## config.mk

```make
export PLATFORM = sky130hd
export DESIGN_NAME = imu_fifo_drain_sequencer
export DESIGN_NICKNAME = d
export VERILOG_FILES = /design/src/sv/ifds_pkg.sv /design/src/sv/ifds_ctrl.sv /design/src/sv/ifds_dp.sv /design/src/sv/imu_fifo_drain_sequencer.sv
export SDC_FILE = /design/constraint.sdc
export NUM_CORES = 2
export LEC_CHECK = 0
export ABC_AREA = 1
export CAP_MARGIN = 20
export CORE_MARGIN = 3
export CORE_UTILIZATION = 35
export CTS_CLUSTER_SIZE = 12
export DETAILED_ROUTE_END_ITERATION = 8
export DONT_BUFFER_PORTS = 1
export MAX_ROUTING_LAYER = met4
export PLACE_DENSITY = 0.61
export SLEW_MARGIN = 20
export SYNTH_ARGS = -nofsm -noshare
export SYNTH_HDL_FRONTEND = slang
export SYNTH_SLANG_ARGS = --single-unit
```

## constraint.sdc

```tcl
create_clock -name clk -period 15.1 [get_ports clk]
set_input_delay 2.265 -clock clk [delete_from_list [all_inputs] [get_ports clk]]
set_output_delay 2.265 -clock clk [all_outputs]
set_load 0.01 [all_outputs]
```

## src/sv/ifds_pkg.sv

```systemverilog
package ifds_pkg;

	// Drain phases of the sequencer.
	typedef enum logic [3:0] {
		PH_IDLE        = 4'd0,
		PH_WD_COUNT    = 4'd1,
		PH_PRE_COUNT   = 4'd2,
		PH_LOOP_COUNT  = 4'd3,
		PH_READING     = 4'd4,
		PH_DELAY       = 4'd5,
		PH_FINAL_COUNT = 4'd6,
		PH_FINAL_CYCLE = 4'd7,
		PH_OVF_CYCLE   = 4'd8,
		PH_ERR_CYCLE   = 4'd9,
		PH_REINIT      = 4'd10
	} phase_t;

	// Controller states, one-hot.
	typedef enum logic [2:0] {
		ST_IDLE  = 3'b001,
		ST_STAMP = 3'b010,
		ST_OUT   = 3'b100
	} ctl_state_t;

	localparam logic [2:0] MODE_IRQ      = 3'd0;
	localparam logic [2:0] MODE_WDOG     = 3'd1;
	localparam logic [2:0] MODE_COUNT    = 3'd2;
	localparam logic [2:0] MODE_DATA     = 3'd3;
	localparam logic [2:0] MODE_CYCLE    = 3'd4;
	localparam logic [2:0] MODE_REINIT   = 3'd5;
	localparam logic [2:0] MODE_DELAY    = 3'd6;
	localparam logic [2:0] MODE_FAIL     = 3'd7;

	localparam logic [2:0] ACT_NONE   = 3'd0;
	localparam logic [2:0] ACT_COUNT  = 3'd1;
	localparam logic [2:0] ACT_DATA   = 3'd2;
	localparam logic [2:0] ACT_CYCLE  = 3'd3;
	localparam logic [2:0] ACT_REINIT = 3'd4;
	localparam logic [2:0] ACT_WAIT   = 3'd5;
	localparam logic [2:0] ACT_STAMP  = 3'd6;

	localparam logic [2:0] CFG_ENABLED = 3'd0;
	localparam logic [2:0] CFG_PERIOD  = 3'd1;
	localparam logic [2:0] CFG_BURST   = 3'd2;
	localparam logic [2:0] CFG_WDGAP   = 3'd3;
	localparam logic [2:0] CFG_ERRLIM  = 3'd4;

	localparam int WTM_FRAMES  = 2;
	localparam int RETRY_LIMIT = 2;

	// Commands from the controller to the datapath.
	typedef struct packed {
		logic step;       // evaluate the accepted item
		logic stamp;      // emit one frame timestamp and advance
		logic stamp_done; // close the burst and issue the trailing command
	} ifds_cmd_t;

	// Status from the datapath to the controller.
	typedef struct packed {
		logic has_stamps; // the evaluated item starts a timestamp burst
		logic stamps_left; // more than one timestamp remains
	} ifds_sts_t;

endpackage

```

## src/sv/ifds_ctrl.sv

```systemverilog
module ifds_ctrl (
	input  logic                clk,
	input  logic                arst_n,
	input  logic                in_fire,
	input  logic                out_fire,
	input  ifds_pkg::ifds_sts_t sts,
	output ifds_pkg::ifds_cmd_t cmd,
	output logic                busy,
	output logic                out_valid
);

	ifds_pkg::ctl_state_t state_q;

	always_comb begin
		cmd = '0;
		cmd.step = in_fire;
		if (state_q == ifds_pkg::ST_STAMP && out_fire) begin
			if (sts.stamps_left) cmd.stamp = 1'b1;
			else cmd.stamp_done = 1'b1;
		end
	end

	assign busy      = (state_q != ifds_pkg::ST_IDLE);
	assign out_valid = busy;

	always_ff @(posedge clk or negedge arst_n) begin
		if (!arst_n) begin
			state_q <= ifds_pkg::ST_IDLE;
		end else begin
			unique case (state_q)
				ifds_pkg::ST_IDLE: begin
					if (in_fire)
						state_q <= sts.has_stamps ? ifds_pkg::ST_STAMP : ifds_pkg::ST_OUT;
				end
				ifds_pkg::ST_STAMP: begin
					if (out_fire && !sts.stamps_left) state_q <= ifds_pkg::ST_OUT;
				end
				ifds_pkg::ST_OUT: begin
					if (out_fire) state_q <= ifds_pkg::ST_IDLE;
				end
				default: state_q <= ifds_pkg::ST_IDLE;
			endcase
		end
	end

endmodule

```

## src/sv/ifds_dp.sv

```systemverilog
module ifds_dp #(
	parameter int MAX_BURST       = 32,
	parameter int MAX_LOOPS       = 16,
	parameter int WORDS_PER_FRAME = 6
) (
	input  logic                clk,
	input  logic                arst_n,
	input  ifds_pkg::ifds_cmd_t cmd,
	output ifds_pkg::ifds_sts_t sts,
	input  logic [2:0]          mode,
	input  logic [62:0]         time_ns,
	input  logic                ovf_flag,
	input  logic [11:0]         word_count,
	input  logic                cfg_we,
	input  logic [2:0]          cfg_index,
	input  logic [31:0]         cfg_data,
	output logic [2:0]          action,
	output logic [5:0]          frame_count,
	output logic [63:0]         frame_time,
	output logic                last
);

	localparam int BW = $clog2(MAX_BURST + 1);
	localparam int LW = $clog2(MAX_LOOPS + 1);
	localparam int FW = 12;
	localparam logic [11:0] WTM_WORDS = 12'(ifds_pkg::WTM_FRAMES * WORDS_PER_FRAME);

	// Configuration registers.
	logic        enabled_q;
	logic [26:0] period_q;
	logic [5:0]  burst_q;
	logic [29:0] wdgap_q;
	logic [2:0]  errlim_q;

	ifds_pkg::phase_t phase_q;
	logic        irq_origin_q, read_any_q, irq_pending_q;
	logic [63:0] last_irq_q, anchor_q, first_q;
	logic [9:0]  offset_q;
	logic [LW-1:0] loop_q;
	logic [1:0]  retry_q;
	logic [2:0]  err_q;
	logic [BW-1:0] pend_q;

	// The first timestamp is loaded in the cycle after the count reply, from the
	// period multiple held here.
	logic [FW-1:0] back_q;
	logic        first_ld_q;

	// Remaining timestamps of the burst.
	logic [BW-1:0] stamps_q;

	// Output register.
	logic [2:0]  act_q;
	logic [5:0]  cnt_q;
	logic [63:0] time_q;
	logic        last_q;

	// Deferred command after the stamp burst.
	logic [2:0]  tail_act_q;

	// Frames from words: the word count is 12 bits, so a reciprocal multiply.
	localparam int RSH = 24;
	localparam logic [24:0] RCP = 25'(((1 << RSH) + WORDS_PER_FRAME - 1) / WORDS_PER_FRAME);
	logic [36:0] prod;
	logic [FW-1:0] frames;
	assign prod   = {25'd0, word_count} * {12'd0, RCP};
	assign frames = prod[RSH +: FW];

	// Period multiple subtracted from the anchor for the first timestamp.
	logic [38:0] back_prod;
	assign back_prod = {27'd0, back_q} * {12'd0, period_q};

	logic [BW-1:0] lim;
	always_comb begin
		if (burst_q == 6'd0) lim = BW'(1);
		else if ({26'd0, burst_q} > 32'(MAX_BURST)) lim = BW'(MAX_BURST);
		else lim = BW'(burst_q);
	end

	logic signed [63:0] gap;
	assign gap = $signed(anchor_q) - $signed(last_irq_q);

	// Next-state evaluation of one item.
	ifds_pkg::phase_t n_phase;
	logic        n_origin, n_read_any, n_pend_irq;
	logic [63:0] n_last_irq, n_anchor;
	logic [9:0]  n_offset;
	logic [LW-1:0] n_loop;
	logic [1:0]  n_retry;
	logic [2:0]  n_err;
	logic [BW-1:0] n_pend;
	logic [FW-1:0] n_back;
	logic        n_first_ld;
	logic [2:0]  n_act;
	logic [5:0]  n_cnt;
	logic        do_finish, do_next_loop, do_stamps;
	logic [2:0]  fin_act;
	logic [LW-1:0] loop_inc;

	assign loop_inc = loop_q + LW'(1);

	always_comb begin
		n_phase = phase_q; n_origin = irq_origin_q; n_read_any = read_any_q;
		n_pend_irq = irq_pending_q; n_last_irq = last_irq_q; n_anchor = anchor_q;
		n_offset = offset_q; n_loop = loop_q; n_retry = retry_q;
		n_err = err_q; n_pend = pend_q; n_act = ifds_pkg::ACT_NONE; n_cnt = 6'd0;
		n_back = back_q; n_first_ld = 1'b0;
		do_finish = 1'b0; do_next_loop = 1'b0; do_stamps = 1'b0;
		case (mode)
			ifds_pkg::MODE_IRQ: begin
				if (enabled_q) begin
					n_last_irq = {1'b0, time_ns};
					if (phase_q == ifds_pkg::PH_IDLE) begin
						n_origin = 1'b1; n_anchor = {1'b0, time_ns};
						n_phase = ifds_pkg::PH_PRE_COUNT; n_act = ifds_pkg::ACT_COUNT;
					end else begin
						n_pend_irq = 1'b1;
					end
				end
			end
			ifds_pkg::MODE_WDOG: begin
				if (enabled_q && phase_q == ifds_pkg::PH_IDLE) begin
					n_origin = 1'b0; n_anchor = {1'b0, time_ns};
					n_phase = ifds_pkg::PH_WD_COUNT; n_act = ifds_pkg::ACT_COUNT;
				end
			end
			ifds_pkg::MODE_COUNT: begin
				unique case (phase_q)
					ifds_pkg::PH_WD_COUNT: begin
						if (ovf_flag || (word_count >= WTM_WORDS &&
								gap >= $signed({34'd0, wdgap_q}))) begin
							n_origin = 1'b0;
							n_phase = ifds_pkg::PH_PRE_COUNT; n_act = ifds_pkg::ACT_COUNT;
						end else begin
							do_finish = 1'b1;
						end
					end
					ifds_pkg::PH_PRE_COUNT: begin
						if (ovf_flag) begin
							n_phase = ifds_pkg::PH_OVF_CYCLE; n_act = ifds_pkg::ACT_CYCLE;
						end else if ((irq_origin_q && word_count < WTM_WORDS) ||
								frames == '0) begin
							do_finish = 1'b1;
						end else begin
							// An irq drain starts one period before the anchor; a
							// watchdog drain ends at the anchor.
							n_back = irq_origin_q ? FW'(1) : frames - FW'(1);
							n_first_ld = 1'b1;
							n_offset = '0; n_loop = '0; n_retry = '0; n_read_any = 1'b0;
							n_phase = ifds_pkg::PH_LOOP_COUNT; n_act = ifds_pkg::ACT_COUNT;
						end
					end
					ifds_pkg::PH_LOOP_COUNT: begin
						if (ovf_flag) begin
							n_phase = ifds_pkg::PH_FINAL_COUNT; n_act = ifds_pkg::ACT_COUNT;
						end else if (frames == '0) begin
							if (word_count != '0 && 32'(retry_q) < ifds_pkg::RETRY_LIMIT) begin
								n_retry = retry_q + 2'd1;
								n_phase = ifds_pkg::PH_DELAY; n_act = ifds_pkg::ACT_WAIT;
							end else begin
								n_phase = ifds_pkg::PH_FINAL_COUNT; n_act = ifds_pkg::ACT_COUNT;
							end
						end else begin
							n_pend = (frames > FW'(lim)) ? lim : BW'(frames);
							n_cnt = 6'(n_pend);
							n_phase = ifds_pkg::PH_READING; n_act = ifds_pkg::ACT_DATA;
						end
					end
					ifds_pkg::PH_FINAL_COUNT: begin
						if (read_any_q || word_count != '0 || ovf_flag) begin
							n_phase = ifds_pkg::PH_FINAL_CYCLE; n_act = ifds_pkg::ACT_CYCLE;
						end else begin
							n_err = '0; do_finish = 1'b1;
						end
					end
					default: ;
				endcase
			end
			ifds_pkg::MODE_DATA: begin
				if (phase_q == ifds_pkg::PH_READING) begin
					n_read_any = 1'b1;
					n_offset = offset_q + 10'(pend_q);
					do_next_loop = 1'b1;
					do_stamps = (pend_q != '0);
				end
			end
			ifds_pkg::MODE_CYCLE: begin
				if (phase_q == ifds_pkg::PH_FINAL_CYCLE) begin
					n_err = '0; do_finish = 1'b1;
				end else if (phase_q == ifds_pkg::PH_OVF_CYCLE ||
						phase_q == ifds_pkg::PH_ERR_CYCLE) begin
					do_finish = 1'b1;
				end
			end
			ifds_pkg::MODE_REINIT: begin
				if (phase_q == ifds_pkg::PH_REINIT) begin
					n_err = '0; do_finish = 1'b1;
				end
			end
			ifds_pkg::MODE_DELAY: begin
				if (phase_q == ifds_pkg::PH_DELAY) do_next_loop = 1'b1;
			end
			default: begin
				if (phase_q inside {ifds_pkg::PH_WD_COUNT, ifds_pkg::PH_PRE_COUNT,
						ifds_pkg::PH_LOOP_COUNT, ifds_pkg::PH_READING,
						ifds_pkg::PH_FINAL_COUNT, ifds_pkg::PH_FINAL_CYCLE}) begin
					n_err = (err_q == 3'd7) ? err_q : err_q + 3'd1;
					if (n_err >= errlim_q) begin
						n_phase = ifds_pkg::PH_REINIT; n_act = ifds_pkg::ACT_REINIT;
					end else begin
						n_phase = ifds_pkg::PH_ERR_CYCLE; n_act = ifds_pkg::ACT_CYCLE;
					end
				end else if (phase_q inside {ifds_pkg::PH_OVF_CYCLE, ifds_pkg::PH_ERR_CYCLE,
						ifds_pkg::PH_REINIT}) begin
					do_finish = 1'b1;
				end
			end
		endcase

		if (do_next_loop) begin
			n_loop = loop_inc;
			if (32'(loop_inc) >= MAX_LOOPS) n_phase = ifds_pkg::PH_FINAL_COUNT;
			else n_phase = ifds_pkg::PH_LOOP_COUNT;
			n_act = ifds_pkg::ACT_COUNT;
		end
		if (do_finish) begin
			n_phase = ifds_pkg::PH_IDLE;
			if (enabled_q && irq_pending_q) begin
				n_pend_irq = 1'b0;
				n_origin = 1'b1; n_anchor = last_irq_q;
				n_phase = ifds_pkg::PH_PRE_COUNT; n_act = ifds_pkg::ACT_COUNT;
			end
		end
	end

	assign fin_act = n_act;

	assign sts.has_stamps  = do_stamps;
	assign sts.stamps_left = (stamps_q > BW'(1));

	// Stamp time for frame offset: first + offset*period, offset < 1024.
	logic [36:0] off_prod;
	assign off_prod = {27'd0, offset_q} * {10'd0, period_q};

	always_ff @(posedge clk or negedge arst_n) begin
		if (!arst_n) begin
			enabled_q <= 1'b0; period_q <= 27'd625000; burst_q <= 6'(MAX_BURST);
			wdgap_q <= 30'd10000000; errlim_q <= 3'd3;
			phase_q <= ifds_pkg::PH_IDLE; irq_origin_q <= 1'b0; read_any_q <= 1'b0;
			irq_pending_q <= 1'b0; last_irq_q <= '0; anchor_q <= '0; first_q <= '0;
			offset_q <= '0; loop_q <= '0; retry_q <= '0; err_q <= '0; pend_q <= '0;
			stamps_q <= '0; back_q <= '0; first_ld_q <= 1'b0;
		end else begin
			if (cfg_we) begin
				unique case (cfg_index)
					ifds_pkg::CFG_ENABLED: enabled_q <= cfg_data[0];
					ifds_pkg::CFG_PERIOD:  period_q  <= cfg_data[26:0];
					ifds_pkg::CFG_BURST:   burst_q   <= cfg_data[5:0];
					ifds_pkg::CFG_WDGAP:   wdgap_q   <= cfg_data[29:0];
					ifds_pkg::CFG_ERRLIM:  errlim_q  <= cfg_data[2:0];
					default: ;
				endcase
			end
			first_ld_q <= cmd.step & n_first_ld;
			if (first_ld_q) first_q <= anchor_q - {25'd0, back_prod};
			if (cmd.step) begin
				phase_q <= n_phase; irq_origin_q <= n_origin; read_any_q <= n_read_any;
				irq_pending_q <= n_pend_irq; last_irq_q <= n_last_irq;
				anchor_q <= n_anchor; offset_q <= n_offset; back_q <= n_back;
				loop_q <= n_loop; retry_q <= n_retry; err_q <= n_err; pend_q <= n_pend;
				stamps_q <= pend_q;
			end else if (cmd.stamp) begin
				stamps_q <= stamps_q - BW'(1);
			end
		end
	end

	// Payload registers.
	always_ff @(posedge clk) begin
		if (cmd.step) begin
			tail_act_q <= fin_act;
			if (do_stamps) begin
				act_q <= ifds_pkg::ACT_STAMP; cnt_q <= 6'd0;
				time_q <= first_q + {27'd0, off_prod};
				last_q <= 1'b0;
			end else begin
				act_q <= fin_act; cnt_q <= n_cnt; time_q <= '0; last_q <= 1'b1;
			end
		end else if (cmd.stamp) begin
			time_q <= time_q + {37'd0, period_q};
		end else if (cmd.stamp_done) begin
			act_q <= tail_act_q; cnt_q <= 6'd0; time_q <= '0; last_q <= 1'b1;
		end
	end

	assign action      = act_q;
	assign frame_count = cnt_q;
	assign frame_time  = time_q;
	assign last        = last_q;

endmodule

```

## src/sv/imu_fifo_drain_sequencer.sv

```systemverilog
// One item in, its results out in order, one result per cycle while not stalled.
// An item with no timestamps is answered with a single result; a data-read
// completion gives N frame timestamps and its command (up to 33 results) from
// the single timestamp adder, one frame per cycle while not stalled.
// One item is in work at a time; the next is taken after the last result.
// Reset (arst_n low, async) clears control state, loads register defaults.
module imu_fifo_drain_sequencer #(
	parameter int MAX_BURST       = 32,
	parameter int MAX_LOOPS       = 16,
	parameter int WORDS_PER_FRAME = 6
) (
	input  logic        clk,
	input  logic        arst_n,
	input  logic        in_valid,
	output logic        in_stall,
	input  logic [2:0]  mode,
	input  logic [62:0] time_ns,
	input  logic        ovf_flag,
	input  logic [11:0] word_count,
	output logic        out_valid,
	input  logic        out_stall,
	output logic [2:0]  action,
	output logic [5:0]  frame_count,
	output logic [63:0] frame_time,
	output logic        last,
	input  logic        cfg_valid,
	output logic        cfg_ready,
	input  logic [2:0]  cfg_index,
	input  logic [31:0] cfg_data
);

	ifds_pkg::ifds_cmd_t cmd;
	ifds_pkg::ifds_sts_t sts;
	logic busy, in_fire, out_fire;

	assign in_stall  = busy;
	assign in_fire   = in_valid && !busy;
	assign out_fire  = out_valid && !out_stall;
	assign cfg_ready = 1'b1;

	ifds_ctrl u_ctrl (
		.clk(clk), .arst_n(arst_n), .in_fire(in_fire), .out_fire(out_fire),
		.sts(sts), .cmd(cmd), .busy(busy), .out_valid(out_valid)
	);

	ifds_dp #(
		.MAX_BURST(MAX_BURST), .MAX_LOOPS(MAX_LOOPS), .WORDS_PER_FRAME(WORDS_PER_FRAME)
	) u_dp (
		.clk(clk), .arst_n(arst_n), .cmd(cmd), .sts(sts),
		.mode(mode), .time_ns(time_ns), .ovf_flag(ovf_flag),
		.word_count(word_count), .cfg_we(cfg_valid), .cfg_index(cfg_index),
		.cfg_data(cfg_data), .action(action), .frame_count(frame_count),
		.frame_time(frame_time), .last(last)
	);

endmodule
```

==> reports/summary.txt <==
run status = finished, final reports clean
clk slew on worst S/H paths = 0.05 ns
Synth async-reset ratio = 0.802
multi-input gate area in the final layout = 36200 um^2
drt drc = 0
initial drt markers = 3594
upper clock frequency limit = 109 MHz
Least-Margin Pin Slew = 1.35 ns
Crit-path slowest cell = fa_1
syn avg cell area = 6.96 um^2
CTS tree = done
clk_skew = 0.0321 ns
max-cap viol count = 0
Slew Limit Fails = 0
critical path fanouts, max = 46
H-Tree Depth = 2
R2R Path End = u_dp.frame_time[52]
Overflow after GRT = 0
Ports = 196
crit-path most repeated cell = nand2_1
routed vias/inst = 4.95
crit path DAT = 9.69 ns
largest net degree at the start of global routing = 313
Antenna Nets Post-Route = 0
WL/cell = 17.9 um
Setup TNS Final = 0 ns
Root Driver = clkbuf_16
clk sink count = 389
CP Capture Type = register
routability cong. = 0.983
fin cells = 9706
layout cells sized above 1 = 0.0350
area of the die = 159000 um^2
Crit path required time = 15.61 ns
Final HPWL DP = 140 mm
Post-synth EDFFs = 77
antenna violations before repair = 7
Synth Instances = 7745
area growth from synthesis to layout = 7.26%
CP Launch Point = word_count[6]
Seq/Total Area, Yosys = 0.188
syn_nets = 8823
buffers added on ports = 0
starting density of the core = 0.354
vias in the first global route = 48200
nets = 8698
RSZ-0062 raised after global routing = false
Core Box Area = 152000 um^2
Filler cells = 16100
Resized cells post-CTS = 0
Final Hold Fails = 0
Critical R2R Launch = u_dp.period_q[4]
Worst R2R Setup Slack = 7.59 ns
Placed Instances = 9590
CP Launch Type = input pin
setup bufs post-CTS = 0
Synthesis Warnings = 0
unique cell type count in the Yosys netlist = 61
r2r worst-path depth = 27
Setup-failing EPs final = 0
Syn Std Cell Area = 53900 um^2
max incr delay on CP = 0.68 ns
global-route usage over all layers = 0.226
ys flop type = dfrtp_1
Die Wd = 399 um
worst setup path end = u_dp.phase_q[1]
Yosys reg bits = 389
total detailed-routing wirelength = 174 mm
Max clock buf depth = 3
vias = 48000
fin crit share = 0.608
critical path class = input pin to register
fin crit period = 9.19 ns
Initial DRT Pass Iterations = 6
worst rel slew slack = 0.102
Hold-fix buffers, CTS = 0
FF+latch area = 10100 um^2
global-route wire length before repair = 274 mm
CTS Buf Count = 56
chip height = 399 um
clock latency on the worst-skew pair = 0.65 ns
Hold Path Class = register to register
# rows = 143
==> worst min path at each step <==
stage / start / endpoint / slack, ns / cells after the start
6_report: u_dp.first_q[36] / u_dp.first_q[36] / 0.48 / 2
5_1_grt: u_dp.wdgap_q[20] / u_dp.wdgap_q[20] / 0.50 / 2
4_1_cts: u_dp.wdgap_q[18] / u_dp.wdgap_q[18] / 0.49 / 2
3_5_place_dp: u_dp.wdgap_q[18] / u_dp.wdgap_q[18] / 0.47 / 2
3_3_place_gp: u_dp.period_q[7] / u_dp.period_q[7] / 0.47 / 2
2_1_floorplan: u_dp.errlim_q[2] / u_dp.errlim_q[2] / 0.45 / 2
==> cell usage in the layout (no fill, tap or decap), types with 60 or more instances in the layout <==
cell | synthesis | routed
a21oi_1 | 316 | 316
clkbuf_16 | 0 | 60
dfrtp_1 | 292 | 291
edfxtp_1 | 77 | 77
fa_1 | 573 | 573
ha_1 | 386 | 386
inv_1 | 1778 | 1778
nand2_1 | 2272 | 2268
nand3_1 | 260 | 258
nor2_1 | 473 | 470
nor3_1 | 81 | 80
o21ai_0 | 423 | 422
xor2_1 | 80 | 80
==> per-stage QoR <==
step / hold WS, ns / cell area [um^2] / util / worst slack [ns]
after floorplan: 0.453 / 53900 / - / 7.55
after CTS: 0.488 / 57800 / 0.379 / 6.05
after global routing: 0.503 / 57800 / 0.379 / 5.43
after global placement: 0.467 / 55900 / 0.367 / 5.40
after detailed placement: 0.474 / 55900 / 0.367 / 5.39
final: 0.482 / 57800 / 0.379 / 5.91
==> state kept, by name, summed over array words and instances (netlist names), 5 cells and up <==
name / flops
u_dp.offset_q: 10
u_dp.stamps_q: 6
u_dp.anchor_q: 64
u_dp.first_q: 64
u_dp.wdgap_q: 30
u_dp.burst_q: 6
u_dp.last_irq_q: 63
u_dp.frame_count: 6
u_dp.frame_time: 64
u_dp.period_q: 27
u_dp.back_q: 11
u_dp.loop_q: 5
u_dp.pend_q: 6
==> cell usage after synthesis (13+ instances only) <==
| master | n | area, um^2 |
|---|---|---|
| o21ai_0 | 423 | 2120 |
| nand4_1 | 56 | 350 |
| clkbuf_1 | 157 | 589 |
| nor4_1 | 23 | 144 |
| or2_2 | 24 | 150 |
| xnor2_1 | 48 | 420 |
| nor3_1 | 81 | 405 |
| o21a_1 | 18 | 135 |
| o22ai_1 | 20 | 125 |
| o21bai_1 | 13 | 97.6 |
| nand3_1 | 260 | 1300 |
| buf_1 | 61 | 229 |
| nand2_1 | 2272 | 8530 |
| edfxtp_1 | 77 | 2310 |
| dfrtp_1 | 292 | 7310 |
| xor2_1 | 80 | 701 |
| fa_1 | 573 | 11500 |
| mux2_2 | 31 | 349 |
| o211ai_1 | 14 | 105 |
| nor2_1 | 473 | 1780 |
| o21ai_1 | 46 | 230 |
| dfstp_2 | 20 | 526 |
| a31oi_1 | 46 | 288 |
| nand3b_1 | 17 | 128 |
| ha_1 | 386 | 4830 |
| inv_1 | 1778 | 6670 |
| a21oi_1 | 316 | 1580 |
==> cell type report <==
| cell class | instances | area share |
|---|---|---|
| Multi-Input combinational cell | 5328 | 0.625 |
| Clock inverter | 23 | 0.00342 |
| Tap cell | 2030 | 0.0439 |
| Timing Repair Buffer | 53 | 0.00735 |
| Clock buffer | 80 | 0.0281 |
| Inverter | 1792 | 0.116 |
| Antenna cell | 11 | 0.000476 |
| Sequential cell | 389 | 0.175 |
==> worst max-delay path: cells and delay by family <==
kind | cells | cell delay, ns
compound gates | 3 | 0.42
xor+xnor | 1 | 0.41
fa+ha+maj | 7 | 2.99
buf+inv | 6 | 1.11
simple gates | 16 | 2.35
==> layer usage <==
metal  part of all wire  global-route usage
met1               0.46               0.311
met2               0.44               0.351
met3              0.067              0.0302
met4              0.027              0.0571
met5                  0                   -
==> logic make-up (layout without fill, tap and decap cells) <==
group / after synthesis / after routing / synth area share
simple gates: 3240 / 3240 / 0.241
buf+inv: 2028 / 1948 / 0.143
compound gates: 967 / 967 / 0.0976
fa+ha+maj: 959 / 959 / 0.302
flops: 389 / 389 / 0.188
xor+xnor: 130 / 130 / 0.0214
mux: 31 / 31 / 0.00647
other cells: 1 / 12 / 0.0000695
Power is left out: the tool's default activity adds up to more than one toggle a clock period on the data nets, which glitch-free logic cannot reach.
